<file path="config.mk">
export PLATFORM = sky130hd
export DESIGN_NAME = slot_pool_with_lifetime_expiry_unit
export DESIGN_NICKNAME = d
export VERILOG_FILES = /design/src/hw/rtl/spl_pkg.sv /design/src/hw/rtl/spl_ram.sv /design/src/hw/rtl/slot_pool_with_lifetime_expiry_unit.sv
export VERILOG_INCLUDE_DIRS = /design/src /design/src/hw/rtl
export SDC_FILE = /design/constraint.sdc
export NUM_CORES = 1
export LEC_CHECK = 0
export BUFFER_PORTS_ARGS = -buffer_cell sky130_fd_sc_hd__buf_2
export CORE_UTILIZATION = 30
export DETAILED_ROUTE_END_ITERATION = 16
export HOLD_SLACK_MARGIN = 0.1
export MAX_ROUTING_LAYER = met4
export PLACE_DENSITY = 0.56
export SLEW_MARGIN = 20
export SYNTH_ARGS = -nofsm -noshare
export SYNTH_HDL_FRONTEND = slang
export SYNTH_SLANG_ARGS = --single-unit
</file>
<file path="constraint.sdc">
create_clock -name clock -period 14.6 [get_ports clock]
set_input_delay 3.65 -clock clock [delete_from_list [all_inputs] [get_ports clock]]
set_output_delay 3.65 -clock clock [all_outputs]
set_load 0.01 [all_outputs]
</file>
<file path="src/hw/rtl/assert_macros.svh">
// Assertion macros shared by the RTL of the slot pool.
// No dependencies; synthesis builds see empty bodies.
`ifndef ASSERT_MACROS_SVH
`define ASSERT_MACROS_SVH
`ifndef SYNTHESIS
`define SPL_ASSERT(lbl, clk, rst, prop) \
   lbl: assert property (@(posedge clk) disable iff (rst) (prop)) \
      else $error("assertion failed");
`define SPL_NEVER(lbl, clk, rst, expr) \
   lbl: assert property (@(posedge clk) disable iff (rst) !(expr)) \
      else $error("forbidden condition seen");
`else
`define SPL_ASSERT(lbl, clk, rst, prop)
`define SPL_NEVER(lbl, clk, rst, expr)
`endif
`endif

</file>
<file path="src/hw/rtl/spl_pkg.sv">
// Shared types and constants of the slot pool with lifetime expiry.
// No dependencies.
package spl_pkg;

   localparam int CAPACITY = 64;
   localparam int IDX_W    = (CAPACITY > 1) ? $clog2(CAPACITY) : 1;
   localparam int CNT_W    = $clog2(CAPACITY + 1);
   localparam int TIMER_W  = 16;
   localparam int CSR_ADDR_W = 3;

   localparam logic [TIMER_W-1:0] LIFETIME_RESET = 16'd1000;
   localparam logic [TIMER_W-1:0] TIMER_MAX      = 16'hFFFF;

   localparam logic REG_LIFETIME = 1'b0;

   localparam logic [1:0] OP_TICK        = 2'd0;
   localparam logic [1:0] OP_ALLOC       = 2'd1;
   localparam logic [1:0] OP_RELEASE     = 2'd2;
   localparam logic [1:0] OP_RELEASE_ALL = 2'd3;

   typedef enum logic [1:0] {
      ST_IDLE,
      ST_TICK,
      ST_ALLOC,
      ST_RESP
   } state_type;

   typedef struct packed {
      logic [1:0] opcode;
      logic [7:0] elapsed;
      logic [5:0] slot;
   } req_type;

   typedef struct packed {
      logic       granted;
      logic [5:0] granted_slot;
      logic [6:0] active_count;
   } rsp_type;

endpackage

</file>
<file path="src/hw/rtl/spl_ram.sv">
// Generic single-write, single-read RAM with registered read data.
// No dependencies.
module spl_ram #(
   parameter int WIDTH = 16,
   parameter int DEPTH = 64
) (
   input  logic                     clock,
   input  logic                     wr_en,
   input  logic [$clog2(DEPTH)-1:0] wr_addr,
   input  logic [WIDTH-1:0]         wr_data,
   input  logic                     rd_en,
   input  logic [$clog2(DEPTH)-1:0] rd_addr,
   output logic [WIDTH-1:0]         rd_data
);

   logic [WIDTH-1:0] mem_ff [DEPTH];

   always_ff @(posedge clock) begin
      if (wr_en) begin
         mem_ff[wr_addr] <= wr_data;
      end
      if (rd_en) begin
         rd_data <= mem_ff[rd_addr];
      end
   end

endmodule

</file>
<file path="src/hw/rtl/slot_pool_with_lifetime_expiry_unit.sv">
// Top level of the slot pool with lifetime expiry: command port, CSR port,
// active-bit row and sweep control. Uses spl_pkg, spl_ram, assert_macros.svh.
//
// One command is taken while busy is low; its result appears on rsp_data for
// exactly one cycle with rsp_strobe high and cannot be held off. For a tick,
// the age timers sit in one RAM with one read and one write port; the sweep
// reads one timer per cycle from slot 0 up to the last slot, writes each
// updated value back in the following cycle, drains once the last write is
// done, then presents the result. An allocate scans the active bits one slot
// per cycle from slot 0 and stops at the lowest free slot, or after the last
// slot when the pool is full. Release and release-all go straight to the
// result. busy stays high while the result beat is out, so the next command
// is accepted in the cycle after the result beat at the earliest.
// No clearing pass is needed after reset.
`include "assert_macros.svh"

module slot_pool_with_lifetime_expiry_unit (
   input  logic                             clock,
   input  logic                             reset,
   input  logic                             start,
   output logic                             busy,
   input  spl_pkg::req_type                 req_data,
   output logic                             rsp_strobe,
   output spl_pkg::rsp_type                 rsp_data,
   input  logic                             csr_psel,
   input  logic                             csr_penable,
   input  logic                             csr_pwrite,
   input  logic [spl_pkg::CSR_ADDR_W-1:0]   csr_paddr,
   input  logic [31:0]                      csr_pwdata,
   output logic [31:0]                      csr_prdata,
   output logic                             csr_pready
);

   localparam int IDX_W   = spl_pkg::IDX_W;
   localparam int CNT_W   = spl_pkg::CNT_W;
   localparam int TIMER_W = spl_pkg::TIMER_W;

   spl_pkg::state_type state_ff, state_in;
   logic [CNT_W-1:0]          cnt_ff, cnt_in;
   logic [spl_pkg::CAPACITY-1:0] active_ff, active_in;
   logic [CNT_W-1:0]          total_ff, total_in;
   logic [TIMER_W-1:0]        lifetime_ff, lifetime_in;
   logic                      wb_vld_ff, wb_vld_in;
   logic [IDX_W-1:0]          wb_addr_ff, wb_addr_in;
   logic [7:0]                elapsed_ff, elapsed_in;
   logic                      granted_ff, granted_in;
   logic [IDX_W-1:0]          gslot_ff, gslot_in;

   logic                      rd_en, wr_en;
   logic [IDX_W-1:0]          rd_addr, wr_addr;
   logic [TIMER_W-1:0]        rd_data, wr_data;
   logic [TIMER_W:0]          sum;
   logic [TIMER_W-1:0]        sat;
   logic [IDX_W-1:0]          scan_idx;
   logic [IDX_W-1:0]          rel_idx;
   logic                      rel_in_range;
   logic                      accept;
   logic                      csr_wr;

   spl_ram #(
      .WIDTH(TIMER_W),
      .DEPTH(spl_pkg::CAPACITY)
   ) u_timer_ram (
      .clock   (clock),
      .wr_en   (wr_en),
      .wr_addr (wr_addr),
      .wr_data (wr_data),
      .rd_en   (rd_en),
      .rd_addr (rd_addr),
      .rd_data (rd_data)
   );

   assign accept       = start && (state_ff == spl_pkg::ST_IDLE);
   assign scan_idx     = cnt_ff[IDX_W-1:0];
   assign rel_idx      = IDX_W'(req_data.slot);
   assign rel_in_range = 32'(req_data.slot) < spl_pkg::CAPACITY;
   assign sum          = {1'b0, rd_data} + {{(TIMER_W - 7){1'b0}}, elapsed_ff};
   assign sat          = sum[TIMER_W] ? spl_pkg::TIMER_MAX : sum[TIMER_W-1:0];

   // CSR port
   assign csr_pready = 1'b1;
   assign csr_wr     = csr_psel && csr_penable && csr_pwrite && csr_pready;
   always_comb begin
      lifetime_in = lifetime_ff;
      if (csr_wr && (csr_paddr[2] == spl_pkg::REG_LIFETIME)) begin
         lifetime_in = csr_pwdata[TIMER_W-1:0];
      end
      csr_prdata = 32'd0;
      if (csr_paddr[2] == spl_pkg::REG_LIFETIME) begin
         csr_prdata = {{(32 - TIMER_W){1'b0}}, lifetime_ff};
      end
   end

   always_comb begin
      state_in   = state_ff;
      cnt_in     = cnt_ff;
      active_in  = active_ff;
      total_in   = total_ff;
      wb_vld_in  = 1'b0;
      wb_addr_in = wb_addr_ff;
      elapsed_in = elapsed_ff;
      granted_in = granted_ff;
      gslot_in   = gslot_ff;
      rd_en      = 1'b0;
      rd_addr    = scan_idx;
      wr_en      = 1'b0;
      wr_addr    = wb_addr_ff;
      wr_data    = sat;

      case (state_ff)
         spl_pkg::ST_IDLE: begin
            if (accept) begin
               elapsed_in = req_data.elapsed;
               cnt_in     = '0;
               granted_in = 1'b0;
               gslot_in   = '0;
               case (req_data.opcode)
                  spl_pkg::OP_TICK: begin
                     state_in = spl_pkg::ST_TICK;
                  end
                  spl_pkg::OP_ALLOC: begin
                     state_in = spl_pkg::ST_ALLOC;
                  end
                  spl_pkg::OP_RELEASE: begin
                     if (rel_in_range && active_ff[rel_idx]) begin
                        active_in[rel_idx] = 1'b0;
                        total_in           = total_ff - CNT_W'(1);
                     end
                     state_in = spl_pkg::ST_RESP;
                  end
                  spl_pkg::OP_RELEASE_ALL: begin
                     active_in = '0;
                     total_in  = '0;
                     state_in  = spl_pkg::ST_RESP;
                  end
                  default: begin
                     state_in = spl_pkg::ST_RESP;
                  end
               endcase
            end
         end
         spl_pkg::ST_TICK: begin
            // issue the next read while the previous timer is written back
            if (cnt_ff != CNT_W'(spl_pkg::CAPACITY)) begin
               rd_en      = 1'b1;
               cnt_in     = cnt_ff + CNT_W'(1);
               wb_vld_in  = 1'b1;
               wb_addr_in = scan_idx;
            end
            if (wb_vld_ff) begin
               wr_en = 1'b1;
               if (active_ff[wb_addr_ff] && (sat > lifetime_ff)) begin
                  active_in[wb_addr_ff] = 1'b0;
                  total_in              = total_ff - CNT_W'(1);
               end
            end
            if ((cnt_ff == CNT_W'(spl_pkg::CAPACITY)) && !wb_vld_ff) begin
               state_in = spl_pkg::ST_RESP;
            end
         end
         spl_pkg::ST_ALLOC: begin
            if (!active_ff[scan_idx]) begin
               active_in[scan_idx] = 1'b1;
               total_in            = total_ff + CNT_W'(1);
               wr_en               = 1'b1;
               wr_addr             = scan_idx;
               wr_data             = '0;
               granted_in          = 1'b1;
               gslot_in            = scan_idx;
               state_in            = spl_pkg::ST_RESP;
            end else if (cnt_ff == CNT_W'(spl_pkg::CAPACITY - 1)) begin
               state_in = spl_pkg::ST_RESP;
            end else begin
               cnt_in = cnt_ff + CNT_W'(1);
            end
         end
         spl_pkg::ST_RESP: begin
            state_in = spl_pkg::ST_IDLE;
         end
         default: begin
            state_in = spl_pkg::ST_IDLE;
         end
      endcase
   end

   always_ff @(posedge clock) begin
      if (reset) begin
         state_ff    <= spl_pkg::ST_IDLE;
         cnt_ff      <= '0;
         active_ff   <= '0;
         total_ff    <= '0;
         lifetime_ff <= spl_pkg::LIFETIME_RESET;
         wb_vld_ff   <= 1'b0;
      end else begin
         state_ff    <= state_in;
         cnt_ff      <= cnt_in;
         active_ff   <= active_in;
         total_ff    <= total_in;
         lifetime_ff <= lifetime_in;
         wb_vld_ff   <= wb_vld_in;
      end
   end

   always_ff @(posedge clock) begin
      wb_addr_ff <= wb_addr_in;
      elapsed_ff <= elapsed_in;
      granted_ff <= granted_in;
      gslot_ff   <= gslot_in;
   end

   assign busy                  = (state_ff != spl_pkg::ST_IDLE);
   assign rsp_strobe            = (state_ff == spl_pkg::ST_RESP);
   assign rsp_data.granted      = granted_ff;
   assign rsp_data.granted_slot = 6'(gslot_ff);
   assign rsp_data.active_count = 7'(total_ff);

   `SPL_ASSERT(a_strobe_single, clock, reset, rsp_strobe |=> !rsp_strobe)
   `SPL_ASSERT(a_count_matches, clock, reset, 32'(total_ff) == $countones(active_ff))
   `SPL_ASSERT(a_grant_active, clock, reset, (rsp_strobe && granted_ff) |-> active_ff[gslot_ff])
   `SPL_NEVER(a_wb_outside_tick, clock, reset, wb_vld_ff && (state_ff != spl_pkg::ST_TICK))

endmodule
</file>
==> results of run 1 <==
metrics by stage:
| stage | power (mW) | setup slack, ns | std cells | util (%) | instance area, um^2 |
|---|---|---|---|---|---|
| 2_1_floorplan | 5.81 | 6.68 | 3243 | - | 47200 |
| 3_3_place_gp | 6.72 | 6.74 | 5204 | 32.2 | 50200 |
| 3_5_place_dp | 6.78 | 6.70 | 5204 | 32.2 | 50300 |
| 4_1_cts | 9.62 | 6.70 | 5417 | 34.5 | 53900 |
| 5_1_grt | 9.91 | 6.66 | 5419 | 34.5 | 53900 |
| 6_report | 9.60 | 6.71 | 5419 | 34.5 | 53900 |
placed cells by master (no fill, tap or decap), drive strengths merged, types with 27 or more instances in the layout:
cell type  netlist  final
a21oi           80     80
a221oi          98     98
a22o            93     93
a22oi          359    359
a311oi          67     67
a31oi          196    196
a41oi           27     27
buf             89    183
clkbuf         191    155
clkinv           1     44
dfxtp           97     97
edfxtp        1061   1061
ha              33     33
inv             37     43
nand2           74     74
nand3           45     45
nand4           42     42
nor2           150    150
nor3            77     77
o21ai          145    145
path summary, 6_finish.rpt:
path / to / slack [ns] / depth (start not counted)
min reg2reg: lifetime_ff[15]$_SDFFE_PP0P_ / 0.45 / 2
max: csr_prdata[5] / 6.71 / 3
max reg2reg: active_ff[50]$_SDFFE_PP0P_ / 7.78 / 20
min: lifetime_ff[15]$_SDFFE_PP0P_ / 0.45 / 2
power by group:
group	internal [mW]	switching (mW)
clock	1.62	1.27
sequential	4.46	0.0604
combinational	0.447	1.75
kinds of logic (layout without fill, tap and decap cells):
logic type               count (synthesis)  after routing  synth area share (%)
adder cells (fa/ha/maj)                 34             34                 0.918
buffers and inverters                  318            434                  2.76
AND/OR/NAND/NOR                        515            515                  5.50
AO/OA/AOI/OAI                         1140           1140                  17.3
flip-flops                            1158           1158                  71.7
XOR/XNOR                                12             12                 0.223
multiplexers                            49             49                  1.60
other                                    2             19                0.0159
layer usage:
layer | GRT usage [%] | wire length (um) | up-vias | part of all wire, %
met5 | - | 0 | - | 0
met2 | 28.2 | 68600 | 1675 | 45
met4 | 6.34 | 5120 | 0 | 3.4
met1 | 26.0 | 64100 | 16000 | 42
met3 | 3.40 | 13300 | 287 | 8.8
li1 | - | - | 13400 | -
flip-flops by register name, summed over array words and instances (netlist names):
signal,cells
wb_vld_ff,1
active_ff,64
cnt_ff,7
state_ff,2
u_timer_ram.mem_ff,1024
granted_ff,1
gslot_ff,6
wb_addr_ff,6
u_timer_ram.rd_data,16
total_ff,7
lifetime_ff,16
elapsed_ff,8
cell type report:
class / instances / area (um^2) / area share, %
Antenna cell: 2 / 5.00 / 0.00928
Clock buffer: 155 / 3110 / 5.77
Clock inverter: 58 / 513 / 0.951
Inverter: 38 / 144 / 0.267
Multi-Input combinational cell: 1767 / 12500 / 23.2
Sequential cell: 1158 / 33800 / 62.7
Tap cell: 2058 / 2570 / 4.77
Timing Repair Buffer: 183 / 1270 / 2.35
worst register-to-register path: stages (launching register included):
cell	delay, ns
edfxtp_1	0.37
ha_1	0.24
fa_1	0.42
a21o_1	0.20
a21oi_1	0.23
o21bai_1	0.09
a21o_1	0.20
a311oi_1	0.69
nor2_1	0.17
nand3_1	0.78
nand2_1	0.13
ha_1	0.34
and4_1	0.29
nand4_1	0.19
a21oi_1	0.21
a41o_1	0.12
o21ai_0	0.26
a2111oi_4	0.38
buf_4	0.85
a41oi_1	0.25
a311oi_1	0.29
==> run_results.csv, run 1 <==
group,metric,value,unit
global_routing,grt_pass1_vias,28800,
hold_path,min_path_type,"flip-flop to flip-flop",
die,die_w,399,um
placed_design,io_buffers,70,
finish,drive_above_1_share,14.0,%
routing,dr.pass1.iters,5,
clock_tree,cts_max_level,3,
synth,synth_edf_count,1061,
timing,hold_ws,0.452,ns
synth,synthArstFlopShare,0,%
synth,synth_cell_types,74,
placed_design,dp_hpwl,84700,um
clock_tree,clkLatencyLatePin,0.73,ns
synth,ys_warn_count,0,
die,start_util,30.2,%
run_status,status,"finished, final reports clean",
setup_path,slowest_stage,"buf_2",
timing,slew_viol_final,0,
timing,setup_viol,0,
power_and_ir_drop,vdd_ir_drop_max,0.386,mV
routing,initialDrtViolationCount,3843,
clock_tree,cts.sinks,1158,
synth,synth_top_area_cell,"edfxtp_1",
routing,wirelength,151000,um
routing,postRouteAntennaNets,0,
clock_tree,cts-root-buf,"clkbuf_16",
setup_path,path_delay_family,"buffers and inverters",
timing,skew,0.0334,ns
clock_tree,post_cts_resized,0,
setup_path,worstSetupStartpointType,"primary input",
routing,routed_via_density,5.77,
routing,route.detailed.drc,0,
synth,yosys-top-cells-area,"edfxtp_1 68%, a22oi_1 5.7%, dfxtp_1 4.1%",
synth,ys_ff_latch,1158,
global_routing,grt_max_degree,123,
die,io_pins,106,
die,die_area,159000,um^2
synth,ys_seq_area_share,71.7,%
power_and_ir_drop,cellPowerDensity,178,nW/um^2
synth,syn_inst,3228,
synth,synthTopCellsByCount,"1,061 x edfxtp_1, 359 x a22oi_1, 196 x a31oi_1",
setup_path,cp.arrival,4.24,ns
timing,max_slew_margin,17.3,%
timing,worst_pin_slew,1.24,ns
global_routing,grt_first_pass_wirelength,214000,um
die,die_h,399,um
setup_path,path_buf_inv,2,
synth,synthFlopType,"edfxtp_1",
synth,syn-cell-area,47200,um^2
setup_path,worst-path-max-fanout,18,
global_routing,grt_overflow,0,
setup_path,slowest_delay,0.32,ns
timing,hold_viol_final,0,
finish,n_fill_cell,14900,
clock_tree,clk_path_buf_depth,3,
setup_path,cp.required,10.95,ns
synth,yosys.area.top_type_share,67.5,%
timing,period_needed,7.89,ns
clock_tree,postCtsSetupBuffers,0,
setup_path,end_kind,"output pin",
global_routing,grt_use_total,19.0,%
setup_path,crit_start,"csr_paddr[2]",
flow_run,maxCapViolations,0,
setup_path,path_cells,"buf_2 -> nor2_1 -> buf_2",
die,rows,145,
finish,fin_nets,3355,
finish,syn2layout_area_growth,14.3,%
setup_path,crit_top_cell,"buf_2",
setup_path,crit_type,"primary input to output pin",
clock_tree,ctsHoldBuffers,0,
timing,fin_crit_sh,54.0,%
routing,num_vias,31300,
placed_design,gp_congestion,0.941,
clock_tree,cts_tree,"yes",
synth,avgSynthCellArea,14.6,um^2
clock_tree,clkTransAtPathRegs,0.06,ns
clock_tree,cts_buffers,116,
power_and_ir_drop,p_leak,16.2,nW
setup_path,r2r_start,"elapsed_ff[0]$_DFFE_PP_",
hold_path,min_from,"lifetime_ff[15]$_SDFFE_PP0P_",
routing,route.detailed.wl_per_inst,27.9,um
synth,synth_most_common_cell,"edfxtp_1",
timing,grt_setup_unrepaired,"false",
timing,tns,0,ns
die,core_area,156000,um^2
timing,timing.fmax,127,MHz
global_routing,antenna_found_initial,4,
Note: power is estimated with default switching activity, not from simulation.
==> inputs of run 2 (changes only) <==
==> constraint.sdc (replaced) <==
create_clock -name clock -period 7.4 [get_ports clock]
set_input_delay 1.85 -clock clock [delete_from_list [all_inputs] [get_ports clock]]
set_output_delay 1.85 -clock clock [all_outputs]
set_load 0.01 [all_outputs]
==> run_results.csv, run 2 (same netlist as run 1, synthesis figures left out) <==
group,metric,value,unit
finish,antennaDiodeCount,0,
power_and_ir_drop,p_leak,16.4,nW
timing,fin_crit_sh,86.3,%
placed_design,dp_hpwl,87900,um
setup_path,path_delay_family,"compound AO/OA/AOI/OAI gates",
finish,seqCellArea,33800,um^2
hold_path,min_path_type,"flip-flop to flip-flop",
die,io_pins,106,
routing,initialDrtViolationCount,4421,
clock_tree,clk_path_buf_depth,3,
placed_design,gp_congestion,0.945,
timing,slew_viol_final,0,
global_routing,grt_pass1_vias,29000,
die,start_util,30.2,%
global_routing,grt_first_pass_wirelength,215000,um
setup_path,end_kind,"flip-flop",
timing,timing.fmax,157,MHz
global_routing,grt_max_degree,96,
global_routing,antenna_found_initial,4,
setup_path,worst-path-max-fanout,88,
finish,largest_reg_flops,1024,
timing,grt_setup_unrepaired,"false",
setup_path,cp.required,7.99,ns
die,rows,145,
finish,n_fill_cell,14800,
finish,layout.cells.most_common,"edfxtp_1",
finish,fin_nets,3388,
timing,hold_viol_final,0,
die,die_area,159000,um^2
setup_path,slowest_delay,0.84,ns
clock_tree,post_cts_resized,0,
finish,top_regs,"u_timer_ram.mem_ff x1024, active_ff x64",
timing,skew,0.0466,ns
routing,wirelength,152000,um
flow_run,maxCapViolations,0,
routing,dr.pass1.iters,6,
routing,routed_via_density,5.77,
die,die_h,399,um
clock_tree,cts_buffers,116,
routing,num_vias,31400,
global_routing,grt_use_total,19.1,%
die,die_w,399,um
setup_path,path_buf_inv,1,
routing,route.detailed.wl_per_inst,27.8,um
setup_path,path_cells,"ha_1 -> fa_1 -> a21o_1 -> a21oi_1 -> o21bai_1 -> a21o_1 -> a311oi_1 -> nor2_1 -> nand3_1 -> nand2_1 -> ha_1 -> and4_1 -> nand4_1 -> a21oi_1 -> a41o_1 -> o21ai_0 -> a2111oi_4 -> buf_4 -> a41oi_1 -> a311oi_1",
setup_path,slowest_stage,"buf_4",
timing,period_needed,6.38,ns
finish,mostFrequentLayoutCells,"1,061 x edfxtp_1, 359 x a22oi_1, 196 x a31oi_1",
routing,postRouteAntennaNets,0,
setup_path,crit_type,"flip-flop to flip-flop",
finish,largest-register,"u_timer_ram.mem_ff",
global_routing,grt_overflow,0,
finish,drive_above_1_share,14.9,%
finish,syn2layout_area_growth,15.0,%
clock_tree,cts-root-buf,"clkbuf_16",
clock_tree,cts.sinks,1158,
clock_tree,clkLatencyLatePin,0.73,ns
power_and_ir_drop,cellPowerDensity,350,nW/um^2
timing,hold_ws,0.454,ns
clock_tree,postCtsSetupBuffers,0,
clock_tree,ctsHoldBuffers,0,
timing,tns,0,ns
finish,fin_util,34.7,%
timing,worst_pin_slew,1.31,ns
clock_tree,cts_tree,"yes",
setup_path,worstSetupStartpointType,"flip-flop",
finish,multi_input_comb_area,12500,um^2
timing,max_slew_margin,12.6,%
routing,route.detailed.drc,0,
timing,setup_viol,0,
clock_tree,clkTransAtPathRegs,0.06,ns
clock_tree,cts_max_level,3,
setup_path,cp.arrival,6.97,ns
die,core_area,156000,um^2
run_status,status,"finished, final reports clean",
power_and_ir_drop,vdd_ir_drop_max,0.455,mV
placed_design,io_buffers,70,
run 2: cell count changes in the layout (fill, tap and decap cells not counted), sizes merged:
cell and change:
diode -2, clkinvlp -1, buf +33, clkbuf +4
inv -2
run 2: metal layers:
layer	vias up	global-route usage [%]	routed length, um
li1	13400	-	-
met1	16000	26.5	64100
met2	1689	28.4	69400
met3	295	3.44	13600
met4	0	5.60	4740
met5	-	-	0
run 2: metrics by stage:
step           instance area [um^2]  setup WS (ns)  std cells  power (mW)
2_1_floorplan                 47200           1.57       3243        11.5
3_3_place_gp                  50500           1.29       5237        13.3
3_5_place_dp                  50500           1.17       5237        13.4
4_1_cts                       54200           1.09       5451        19.0
5_1_grt                       54200          0.542       5451        19.6
6_report                      54200           1.02       5451        19.0
run 2: tightest hold or removal path, stage by stage, from the launching register on:
cell	delay, ns
dfxtp_1	0.31
nand2_1	0.05
a21oi_1	0.05
run 2: final timing paths:
path              slack, ns                      endpoint                          from  depth (start not counted)
hold / removal         0.45  lifetime_ff[15]$_SDFFE_PP0P_  lifetime_ff[15]$_SDFFE_PP0P_                          2
hold reg to reg        0.45  lifetime_ff[15]$_SDFFE_PP0P_  lifetime_ff[15]$_SDFFE_PP0P_                          2
setup reg to reg       1.02    active_ff[34]$_SDFFE_PP0P_       elapsed_ff[0]$_DFFE_PP_                         20
setup / recovery       1.02    active_ff[34]$_SDFFE_PP0P_       elapsed_ff[0]$_DFFE_PP_                         20
run 2: area by class of cell:
class / instances / area share (%)
well taps: 2058 / 4.75
flip-flops and latches: 1158 / 62.3
multi-input cells: 1767 / 23.0
inverters: 38 / 0.265
repair buffers: 216 / 2.88
clock inverters: 55 / 0.967
clock buffers: 159 / 5.78
run 2: where the power goes:
part | internal (mW) | switching [mW]
combinational | 0.916 | 3.45
clock | 3.21 | 2.52
sequential | 8.78 | 0.117
total | 12.9 | 6.08
